### src/rtl/cdq_pkg.sv
`timescale 1ns / 1ps

package cdq_pkg;

  localparam int DEPTH  = 128;
  localparam int PTR_W  = $clog2(DEPTH);
  localparam int CNT_W  = PTR_W + 1;
  localparam int DATA_W = 32;
  localparam int OCC_W  = 8;
  localparam int MODE_W = 2;
  localparam int STAT_W = 2;

  typedef enum logic [MODE_W-1:0] {
    MODE_PUSH_REAR  = 2'd0,
    MODE_POP_FRONT  = 2'd1,
    MODE_PUSH_FRONT = 2'd2,
    MODE_POP_REAR   = 2'd3
  } mode_e;

  typedef enum logic [STAT_W-1:0] {
    STAT_DONE  = 2'd0,
    STAT_FULL  = 2'd1,
    STAT_EMPTY = 2'd2
  } status_e;

  typedef enum logic [1:0] {
    ST_IDLE = 2'd0,
    ST_READ = 2'd1,
    ST_OUT  = 2'd2
  } back_state_e;

  // Decoded operation handed from front to back.
  typedef struct packed {
    logic              push;
    logic              at_front;
    logic [DATA_W-1:0] value;
  } cmd_t;

endpackage

### src/rtl/cdq_front.sv
`timescale 1ns / 1ps

module cdq_front (
  input  logic                          clk_i,
  input  logic                          rst_ni,
  input  logic                          in_valid_i,
  output logic                          in_stall_o,
  input  logic [cdq_pkg::MODE_W-1:0]    mode_i,
  input  logic signed [cdq_pkg::DATA_W-1:0] value_i,
  output logic                          cmd_valid_o,
  input  logic                          cmd_take_i,
  output cdq_pkg::cmd_t                 cmd_o
);
  import cdq_pkg::*;

  cmd_t       dec;
  cmd_t       fifo_q [2];
  logic       wptr_q, wptr_d;
  logic       rptr_q, rptr_d;
  logic [1:0] cnt_q, cnt_d;
  logic       wr_en, rd_en;

  always_comb begin
    dec.value = value_i;
    unique case (mode_e'(mode_i))
      MODE_PUSH_REAR:  begin dec.push = 1'b1; dec.at_front = 1'b0; end
      MODE_POP_FRONT:  begin dec.push = 1'b0; dec.at_front = 1'b1; end
      MODE_PUSH_FRONT: begin dec.push = 1'b1; dec.at_front = 1'b1; end
      MODE_POP_REAR:   begin dec.push = 1'b0; dec.at_front = 1'b0; end
      default:         begin dec.push = 1'b0; dec.at_front = 1'b0; end
    endcase
  end

  assign in_stall_o  = cnt_q[1];
  assign cmd_valid_o = (cnt_q != 2'd0);
  assign cmd_o       = fifo_q[rptr_q];
  assign wr_en       = in_valid_i && !in_stall_o;
  assign rd_en       = cmd_valid_o && cmd_take_i;

  always_comb begin
    wptr_d = wr_en ? ~wptr_q : wptr_q;
    rptr_d = rd_en ? ~rptr_q : rptr_q;
    cnt_d  = cnt_q;
    if (wr_en && !rd_en) begin
      cnt_d = cnt_q + 2'd1;
    end else if (rd_en && !wr_en) begin
      cnt_d = cnt_q - 2'd1;
    end
  end

  always_ff @(posedge clk_i or negedge rst_ni) begin
    if (!rst_ni) begin
      wptr_q <= 1'b0;
      rptr_q <= 1'b0;
      cnt_q  <= 2'd0;
    end else begin
      wptr_q <= wptr_d;
      rptr_q <= rptr_d;
      cnt_q  <= cnt_d;
    end
  end

  always_ff @(posedge clk_i) begin
    if (wr_en) begin
      fifo_q[wptr_q] <= dec;
    end
  end

endmodule

### config.mk
export PLATFORM = sky130hd
export DESIGN_NAME = cdq_front
export DESIGN_NICKNAME = d
export VERILOG_FILES = /design/src/rtl/cdq_pkg.sv /design/src/rtl/cdq_front.sv
export SDC_FILE = /design/constraint.sdc
export NUM_CORES = 1
export LEC_CHECK = 0
export ABC_AREA = 1
export BUFFER_PORTS_ARGS = -buffer_cell sky130_fd_sc_hd__buf_2
export CAP_MARGIN = 20
export CORE_MARGIN = 4
export CORE_UTILIZATION = 50
export DETAILED_ROUTE_END_ITERATION = 8
export GPL_TIMING_DRIVEN = 0
export PLACE_DENSITY = 0.76
export SYNTH_ARGS = -nofsm -noshare
export SYNTH_HDL_FRONTEND = slang
export SYNTH_SLANG_ARGS = --single-unit
### constraint.sdc
create_clock -name clk_i -period 6.2 [get_ports clk_i]
set_clock_uncertainty 0.1 [all_clocks]
set_input_delay 1.24 -clock clk_i [delete_from_list [all_inputs] [get_ports clk_i]]
set_output_delay 1.24 -clock clk_i [all_outputs]
set_load 0.005 [all_outputs]
==> results of run 1 <==
[power by group]
| group | leakage, uW | total, uW | switching, uW | internal, uW |
|---|---|---|---|---|
| combinational | 0.000774 | 520 | 299 | 222 |
| clock | 0.0000952 | 354 | 168 | 185 |
| sequential | 0.000675 | 679 | 28.9 | 650 |
[kinds of logic (layout without fill, tap and decap cells)]
kind of cell | after synthesis | after routing
and+or+nand+nor | 117 | 117
DFF | 72 | 72
buffers and inverters | 16 | 107
adders and majority gates | 3 | 3
xor gates and xnor gates | 2 | 2
[cell type report]
| class | instances | area share |
|---|---|---|
| sequential | 72 | 0.612 |
| tap | 70 | 0.0250 |
| clock buffer | 9 | 0.0354 |
| multi-input combinational | 122 | 0.155 |
| clock inverter | 7 | 0.0207 |
| buffer | 7 | 0.0218 |
| timing repair buffer | 75 | 0.118 |
| inverter | 9 | 0.0118 |
[worst max-delay path: cells and delay by family, from the launching register on]
family,cells,cell delay (ns)
simple gates,2,0.14
buf+inv,4,0.48
flops,1,0.38
[flip-flops by register name, summed over array words and instances (netlist names)]
register	flops
rptr_q	1
fifo_q	68
cnt_q	2
wptr_q	1
[worst paths after layout]
path	startpoint	to	slack (ns)	cells past startpoint
max in group asynchronous	rst_ni	rptr_q$_DFFE_PN0P_	5.28	1
setup / recovery	rptr_q$_DFFE_PN0P_	cmd_o[32]	3.54	6
hold reg to reg	cnt_q[1]$_DFFE_PN0P_	cnt_q[1]$_DFFE_PN0P_	0.39	2
min in group asynchronous	rst_ni	cnt_q[1]$_DFFE_PN0P_	0.60	1
setup reg to reg	cnt_q[1]$_DFFE_PN0P_	fifo_q[1][19]$_DFFE_PP_	4.43	4
hold / removal	cnt_q[1]$_DFFE_PN0P_	cnt_q[1]$_DFFE_PN0P_	0.39	2
[stage by stage]
step                total power (uW)  instance area, sq um
global route                    1670                  3500
global placement                1190                  3240
finish                          1550                  3500
floorplan                        995                  2790
detailed placement              1220                  3300
CTS                             1580                  3500
[cell usage after synthesis, drive strengths merged]
cell type / number
ha: 3
nand4: 1
xnor2: 1
nand2: 111
edfxtp: 68
xor2: 1
or2: 1
inv: 9
nor2: 2
dfrtp: 4
buf: 7
nand3: 2
[layer usage]
layer | wire length, um | vias to the layer above | part of all wire
met5 | 0 | - | 0
met4 | 49 | 0 | 0.010
met3 | 296 | 7 | 0.063
met2 | 2510 | 51 | 0.53
met1 | 1840 | 774 | 0.39
li1 | - | 870 | -
==> results.py, run 1 <==
metrics = {
    "clock_tree": {
        "cts_tree": "done",
        "cts_made_buffers": 9,
        "clkLatencyLatePin_ns": 0.33,
        "postCtsHoldBufs": 0,
        "path_clk_slew_ns": 0.07,
        "cts_max_level": 3,
        "cts_resized": 0,
        "clockBufferDepth": 2,
        "cts.root.buffer_cell": "clkbuf_8",
        "clkSinkCount": 72,
        "cts_setup_buffers": 0,
    },
    "timing": {
        "maxSlewViolCount": 0,
        "whs_ns": 0.395,
        "clock.fmax_ghz": 0.376,
        "min_period_over_period": 0.429,
        "setup_ws_ns": 3.54,
        "fin_tns_setup_ns": 0,
        "rsz0062_at_grt": "no",
        "min_period_ns": 2.66,
        "hold_viol": 0,
        "relSlewSlack": 0.620,
        "setup_violations": 0,
        "worst_pin_slew_ns": 0.569,
    },
    "route": {
        "drt_pass1_iterations": 4,
        "drt_wl_total_um": 4700,
        "drc": 0,
        "viasPerCell": 4.59,
        "ant_nets": 0,
        "vias": 1702,
        "first_iter_violations": 82,
        "routedWlPerCell_um": 12.7,
    },
    "pwr": {
        "p_leak_uw": 0.00154,
        "power.density_mw_per_mm2": 444,
        "ir_drop_mv": 0.247,
    },
    "setup_path": {
        "cp_cell_sequence": "buf_6 -> inv_8 -> buf_6 -> nand2_1 -> nand2_1 -> buf_2",
        "crit_required_ns": 4.86,
        "path_max_fanout": 10,
        "slowest_stage": "dfrtp_1",
        "endpoint_kind": "output pin",
        "criticalPathCategory": "reg2out",
        "crit_arrival_ns": 1.32,
        "cpPeakStageDelay_ns": 0.38,
        "startpoint_type": "flip-flop",
    },
    "grt": {
        "antenna_found_initial": 0,
        "grt_pass1_vias": 1740,
        "busiest_layer": "met2",
        "grt_pass1_wl_um": 7560,
        "grt_max_degree": 35,
        "use_met1": 0.176,
        "gr-usage-met3": 0.0380,
        "grt_usage": 0.156,
        "grt_use_met2": 0.266,
        "grt_remaining_overflow": 0,
    },
    "synth": {
        "synth-simple-area-share": 0.169,
        "ys_seq_area_frac": 0.769,
        "synth_warnings": 0,
        "postSynthRegisterBits": 72,
        "synth_cell_types": 16,
        "synth_fp_nets": 251,
        "synth_compound_area_frac": 0,
        "synthMuxAreaShare": 0,
        "yosysTopAreaCell": "edfxtp_1",
        "netlist.area_leader.share": 0.733,
        "avgSynthCellArea_sq_um": 13.3,
        "yosys-top-cells-area": "edfxtp_1 (73%), nand2_1 (14%), dfrtp_1 (3.6%), nand2_2 (2.2%), ha_1 (1.3%)",
        "synth_top_family_by_area": "simple AND/OR/NAND/NOR gates",
        "synth_cells": 210,
        "synth_fa_ha_area_frac": 0.0135,
        "synth-xor-area-share": 0.00629,
        "netlist_area_sq_mm": 0.00279,
    },
    "finish": {
        "layout-drive-gt1-share": 0.372,
        "fillers": 388,
        "final_nets": 337,
        "multiInputGateArea_sq_um": 542,
        "register_area_sq_mm": 0.00214,
        "finalNonFillerCells": 371,
        "final_util": 0.668,
        "mostFrequentLayoutCells": "nand2_1 (101), buf_2 (73), edfxtp_1 (68)",
        "antenna_cells": 0,
        "final_common_cell": "nand2_1",
        "syn_to_final_growth_pct": 25.6,
    },
    "outcome": {
        "outcome": "complete, no violations",
    },
    "floorplanning": {
        "ios": 74,
        "dieArea_sq_mm": 0.00683,
        "fp.dieH_um": 82.7,
        "die_w_um": 82.7,
        "row_count": 26,
        "coreArea_sq_mm": 0.00524,
        "initial_core_util": 0.532,
    },
    "run": {
        "maxCapViolCount": 0,
    },
    "place": {
        "place_inst": 355,
        "dp_hpwl_um": 3300,
        "place.gp.congestion": 0.730,
        "port_buffers": 73,
        "dp_slack_ns": 3.56,
    },
    "worst_hold_path": {
        "hp-class": "reg2reg",
    },
}
(Power assumes the default switching activity.)
==> run 2, diff against run 1 <==
CORE_UTILIZATION = 47   (was 50)
PLACE_DENSITY = 0.75   (was 0.76)
clock period = 2.3 ns   (was 6.2 ns; I/O delays follow)
==> run 2 against run 1 <==
  * Count of clock-buffer cells in the layout unchanged
  * Non-clock buffer count rose by 1
  * Largest cell class unchanged
  * Largest power group unchanged
  * Global-route usage decreased by 0.32 points
==> results.py, run 2 (synthesis results as in run 1) <==
metrics = {
    "clock_tree": {
        "cts_max_level": 3,
        "cts.root.buffer_cell": "clkbuf_8",
        "cts_tree": "done",
        "cts_made_buffers": 9,
        "clockBufferDepth": 2,
        "cts_resized": 0,
        "clkSinkCount": 72,
        "clkLatencyLatePin_ns": 0.34,
        "path_clk_slew_ns": 0.07,
    },
    "finish": {
        "final_nets": 338,
        "stdcell_area_sq_mm": 0.00352,
        "finalNonFillerCells": 374,
        "largest_register_ffs": 68,
        "final_common_cell": "nand2_1",
        "register_area_sq_mm": 0.00214,
        "syn_to_final_growth_pct": 26.2,
        "top_register": "fifo_q",
        "top_regs": "fifo_q x68, cnt_q x2",
        "mostFrequentLayoutCells": "nand2_1 (101), buf_2 (73), edfxtp_1 (68)",
        "fillers": 451,
        "antenna_cells": 0,
        "multiInputGateArea_sq_um": 542,
        "layout-drive-gt1-share": 0.368,
    },
    "route": {
        "drc": 0,
        "drt_pass1_iterations": 4,
        "first_iter_violations": 88,
        "viasPerCell": 4.65,
        "vias": 1738,
        "routedWlPerCell_um": 13.3,
        "ant_nets": 0,
        "drt_wl_total_um": 4960,
    },
    "timing": {
        "min_period_over_period": 0.821,
        "worst_pin_slew_ns": 0.255,
        "min_period_ns": 1.89,
        "setup_ws_ns": 0.413,
        "setup_violations": 0,
        "clock.fmax_ghz": 0.530,
        "maxSlewViolCount": 0,
        "relSlewSlack": 0.829,
        "fin_tns_setup_ns": 0,
        "rsz0062_at_grt": "no",
        "hold_viol": 0,
    },
    "setup_path": {
        "crit_arrival_ns": 1.33,
        "crit_required_ns": 1.74,
        "startpoint_type": "flip-flop",
        "criticalPathCategory": "reg2out",
        "reg2regPathDepth": 4,
        "endpoint_kind": "output pin",
        "path_max_fanout": 10,
    },
    "grt": {
        "grt_usage": 0.153,
        "grt_max_degree": 30,
        "grt_remaining_overflow": 0,
        "antenna_found_initial": 0,
        "grt_pass1_wl_um": 8350,
        "grt_pass1_vias": 1850,
    },
    "pwr": {
        "ir_drop_mv": 0.756,
        "p_leak_uw": 0.00156,
        "power.density_mw_per_mm2": 1220,
    },
    "place": {
        "place.gp.congestion": 0.748,
        "dp_slack_ns": 0.646,
        "port_buffers": 73,
        "place_inst": 357,
        "dp_hpwl_um": 3250,
        "postPlaceCellArea_sq_mm": 0.00330,
    },
    "floorplanning": {
        "dieArea_sq_mm": 0.00722,
        "fp.dieH_um": 85.0,
        "row_count": 27,
        "initial_core_util": 0.494,
        "coreArea_sq_mm": 0.00564,
        "die_w_um": 85.0,
        "ios": 74,
    },
    "worst_hold_path": {
        "hold_depth": 1,
        "hp-class": "in2reg",
    },
    "run": {
        "maxCapViolCount": 0,
    },
    "outcome": {
        "outcome": "complete, no violations",
    },
}
-- run 2: changes by cell type in the layout (fill, tap and decap cells not counted), sizes merged --
| cell | before | now |
|---|---|---|
| dlygate4sd3 | 0 | 1 |
| clkinvlp | 2 | 1 |
| bufinv | 1 | 2 |
-- run 2: timing repair --
action	CTS	global route
buffers inserted	0	0
endpoints found under the hold margin	4	0
hold buffers	1	0
-- run 2: path summary, 6_finish.rpt --
check	startpoint	end	slack, ns
max	rptr_q$_DFFE_PN0P_	cmd_o[29]	0.41
min	value_i[13]	fifo_q[0][13]$_DFFE_PP_	0.20
max reg2reg	cnt_q[1]$_DFFE_PN0P_	fifo_q[1][18]$_DFFE_PP_	0.73
min reg2reg	cnt_q[1]$_DFFE_PN0P_	cnt_q[1]$_DFFE_PN0P_	0.40
max in group asynchronous	rst_ni	rptr_q$_DFFE_PN0P_	1.63
min in group asynchronous	rst_ni	cnt_q[0]$_DFFE_PN0P_	0.35
-- run 2: layout make-up --
| type | instances | area share |
|---|---|---|
| buffer | 7 | 0.0217 |
| clock buffer | 9 | 0.0352 |
| clock inverter | 7 | 0.0245 |
| inverter | 9 | 0.0117 |
| multi-input combinational | 122 | 0.154 |
| sequential | 72 | 0.609 |
| tap | 72 | 0.0256 |
| timing repair buffer | 76 | 0.118 |
-- run 2: metal layers --
metal  up-vias  track usage  share of wire
met5         -            0              0
met2        58        0.264           0.51
li1        871            -              -
met1       796        0.170           0.39
met3        13       0.0379          0.077
met4         0       0.0878          0.025
-- run 2: through the flow --
stage	util	total power, uW	hold WS (ns)
final	0.623	4290	0.197
after global routing	0.623	4590	0.183
after CTS	0.623	4350	0.186
after detailed placement	0.584	3300	0.173
after global placement	0.575	3210	0.169
after floorplan	-	2680	0.0644
-- run 2: report_power, final --
| part | leakage, uW | total (uW) | switching [uW] | internal, uW |
|---|---|---|---|---|
| clock | 0.000106 | 1050 | 449 | 600 |
| sequential | 0.000675 | 1830 | 78.7 | 1750 |
| combinational | 0.000775 | 1410 | 816 | 591 |
| total | 0.00156 | 4290 | 1340 | 2940 |
-- run 2: critical path, stage by stage, from the launching register on --
cell	delay, ns
dfrtp_1	0.37
buf_6	0.15
inv_8	0.08
buf_6	0.14
nand2_1	0.05
nand2_1	0.08
buf_2	0.11
==> run 3, diff against run 2 <==
ABC_AREA = 0   (was 1)
CORE_UTILIZATION = 50   (was 47)
PLACE_DENSITY = 0.76   (was 0.75)
clock period = 1.8 ns   (was 2.3 ns; I/O delays follow)
==> run 3 against run 2 <==
  * The flow now finishes with violations (setup timing)
  * Via count is 20% lower
  * Worst hold slack worse by 0.090 ns
  * Sequential cell count unchanged
  * Wire length shrank 7.4%
  * Synthesized cell count decreased by 39%
  * Synthesized area rose by 1.7%
  * Sequential share of layout area shrank 4.2 points
  * Final area grew 7.5%
  * Power is 41% higher
  * Core utilization grew 6.3 points
  * Cell count shrank 21%
  * Sequential power is 28% higher
  * Largest cell class unchanged
  * Largest power group unchanged
==> results.py, run 3 <==
metrics = {
    "clock_tree": {
        "cts_tree": "done",
        "clkSinkCount": 72,
        "clockBufferDepth": 2,
        "cts_made_buffers": 9,
        "cts_max_level": 3,
        "clkLatencyLatePin_ns": 0.33,
        "cts.root.buffer_cell": "clkbuf_8",
        "path_clk_slew_ns": 0.07,
    },
    "setup_path": {
        "r2r_slack_ns": 0.19,
        "crit_start": "rptr_q$_DFFE_PN0P_",
        "crit_top_cell": "buf_6",
        "reg2regPathDepth": 6,
        "cp_top_family": "buffers and inverters",
        "endpoint": "cmd_o[30]",
        "endpoint_kind": "output pin",
        "path_max_fanout": 10,
        "r2r-start": "cnt_q[1]$_DFFE_PN0P_",
        "crit_required_ns": 1.34,
        "cp_cell_sequence": "buf_6 -> buf_12 -> mux2_4 -> buf_6",
        "crit_buf_inv": 3,
        "cpPeakStageDelay_ns": 0.38,
        "criticalPathCategory": "reg2out",
        "startpoint_type": "flip-flop",
        "slowest_stage": "dfrtp_1",
        "crit_arrival_ns": 1.44,
        "crit_cells": 4,
        "r2r-end": "cnt_q[1]$_DFFE_PN0P_",
    },
    "route": {
        "drt_pass1_iterations": 4,
        "first_iter_violations": 34,
        "vias": 1385,
        "ant_nets": 0,
        "drt_wl_total_um": 4590,
        "drc": 0,
        "routedWlPerCell_um": 15.6,
        "viasPerCell": 4.71,
    },
    "finish": {
        "largest_register_ffs": 68,
        "fillers": 372,
        "antenna_cells": 0,
        "top_register": "fifo_q",
        "final_util": 0.686,
        "final_common_cell": "edfxtp_1",
        "mostFrequentLayoutCells": "edfxtp_1 (68), buf_2 (45), buf_6 (29), mux2_4 (29), clkbuf_8 (9)",
        "syn_to_final_growth_pct": 33.4,
        "top_regs": "fifo_q x68, cnt_q x2",
        "layout-drive-gt1-share": 0.604,
        "final_nets": 258,
    },
    "place": {
        "dp_hpwl_um": 2920,
        "port_buffers": 73,
        "place.gp.congestion": 0.695,
    },
    "synth": {
        "netlist.area_leader.share": 0.721,
        "synthFlopType": "edfxtp_1",
        "synth_cells": 128,
        "synth_cell_types": 16,
        "netlist_area_sq_mm": 0.00283,
        "synth-async-reset-ratio": 0.0556,
        "yosysTopAreaCell": "edfxtp_1",
        "synth.cells.most_frequent": "edfxtp_1 (68), mux2_4 (29), mux2_2 (5)",
        "postSynthRegisterBits": 72,
        "ys_seq_area_frac": 0.756,
        "synth_edf_count": 68,
        "synth_warnings": 0,
        "yosys-top-cells-area": "edfxtp_1 (72%), mux2_4 (15%), dfrtp_1 (3.5%), buf_12 (2.1%), mux2_2 (2.0%)",
        "avgSynthCellArea_sq_um": 22.1,
        "synth_fp_nets": 169,
        "synth.most_common_cell": "edfxtp_1",
    },
    "grt": {
        "antenna_found_initial": 0,
        "grt_pass1_vias": 1550,
        "grt_pass1_wl_um": 7380,
        "grt_usage": 0.141,
        "grt_remaining_overflow": 0,
        "grt_max_degree": 35,
    },
    "outcome": {
        "outcome": "complete, but fails checks",
        "violations": "setup timing",
    },
    "floorplanning": {
        "coreArea_sq_mm": 0.00551,
        "die_w_um": 83.3,
        "ios": 74,
        "dieArea_sq_mm": 0.00694,
        "fp.dieH_um": 83.3,
        "row_count": 27,
        "initial_core_util": 0.515,
    },
    "timing": {
        "rsz0062_at_grt": "yes",
        "min_period_ns": 1.90,
        "relSlewSlack": 0.649,
        "worst_pin_slew_ns": 0.525,
        "maxSlewViolCount": 0,
        "setup_ws_ns": -0.0982,
        "hold_viol": 0,
        "whs_ns": 0.108,
        "setup_violations": 31,
        "clock.fmax_ghz": 0.527,
        "min_period_over_period": 1.05,
    },
    "pwr": {
        "p_leak_uw": 0.00154,
        "power.density_mw_per_mm2": 1600,
        "ir_drop_mv": 0.931,
    },
    "worst_hold_path": {
        "hp-class": "in2reg",
        "hp-start": "value_i[13]",
    },
    "run": {
        "maxCapViolCount": 0,
    },
}
-- run 3: changes by cell type after synthesis, moves of 3 or more --
cell,change
nand2_1,-100
mux2_4,+29
nand2_2,-10
mux2_2,+5
buf_4,-3
inv_1,-5
-- run 3: layout make-up --
type	count	area [sq um]	share of cell area
inverters	3	11.3	0.00298
repair buffers	76	566	0.150
flip-flops and latches	72	2140	0.567
clock inverters	7	134	0.0354
plain buffers	4	71.3	0.0189
clock buffers	9	124	0.0328
multi-input cells	51	642	0.170
well taps	72	90.1	0.0238
-- run 3: metrics by stage --
stage	total power [uW]	setup slack (ns)	cells	area, sq um	setup TNS, ns
after floorplan	3550	0.104	128	2840	0
after global placement	4070	-0.123	273	3300	-7.97
after detailed placement	4110	-0.151	273	3300	-9.67
after CTS	6110	-0.111	293	3760	-3.16
after global routing	6360	-0.141	294	3780	-3.95
final	6060	-0.0982	294	3780	-2.59
-- run 3: timing repair --
action	4_1_cts	5_1_grt
pin swaps	0	0
cloned	1	1
setup endpoints to repair	97	68
endpoints found under the hold margin	4	0
hold buffers	1	0
resized for setup	30	2
setup buffers	2	0
-- run 3: power breakdown --
| part | switching [uW] | internal (uW) |
|---|---|---|
| clock network | 552 | 1050 |
| registers | 120 | 2220 |
| logic | 812 | 1310 |
| total | 1480 | 4580 |
-- run 3: kinds of logic after synthesis --
family	count (synthesis)	share of synthesized area
AND/OR/NAND/NOR	7	0.0128
buffers and inverters	7	0.0291
adder cells (fa/ha/maj)	3	0.0132
multiplexers	34	0.174
flip-flops	72	0.756
XOR/XNOR	5	0.0155
-- run 3: worst min-delay path by stage --
stage | to | slack (ns) | cells after the start
after floorplan | cnt_q[0]$_DFFE_PN0P_ | -0.04 | 0
after global placement | cnt_q[0]$_DFFE_PN0P_ | 0.07 | 1
after detailed placement | rptr_q$_DFFE_PN0P_ | 0.08 | 1
after CTS | fifo_q[1][13]$_DFFE_PP_ | 0.09 | 1
after global routing | fifo_q[1][1]$_DFFE_PP_ | 0.09 | 1
final | fifo_q[1][13]$_DFFE_PP_ | 0.11 | 1
-- run 3: layer usage --
metal | up-vias | part of all wire | GRT usage
met2 | 42 | 0.53 | 0.246
met5 | - | 0 | 0
li1 | 665 | - | -
met1 | 668 | 0.37 | 0.148
met4 | 0 | 0.026 | 0.0758
met3 | 10 | 0.069 | 0.0486
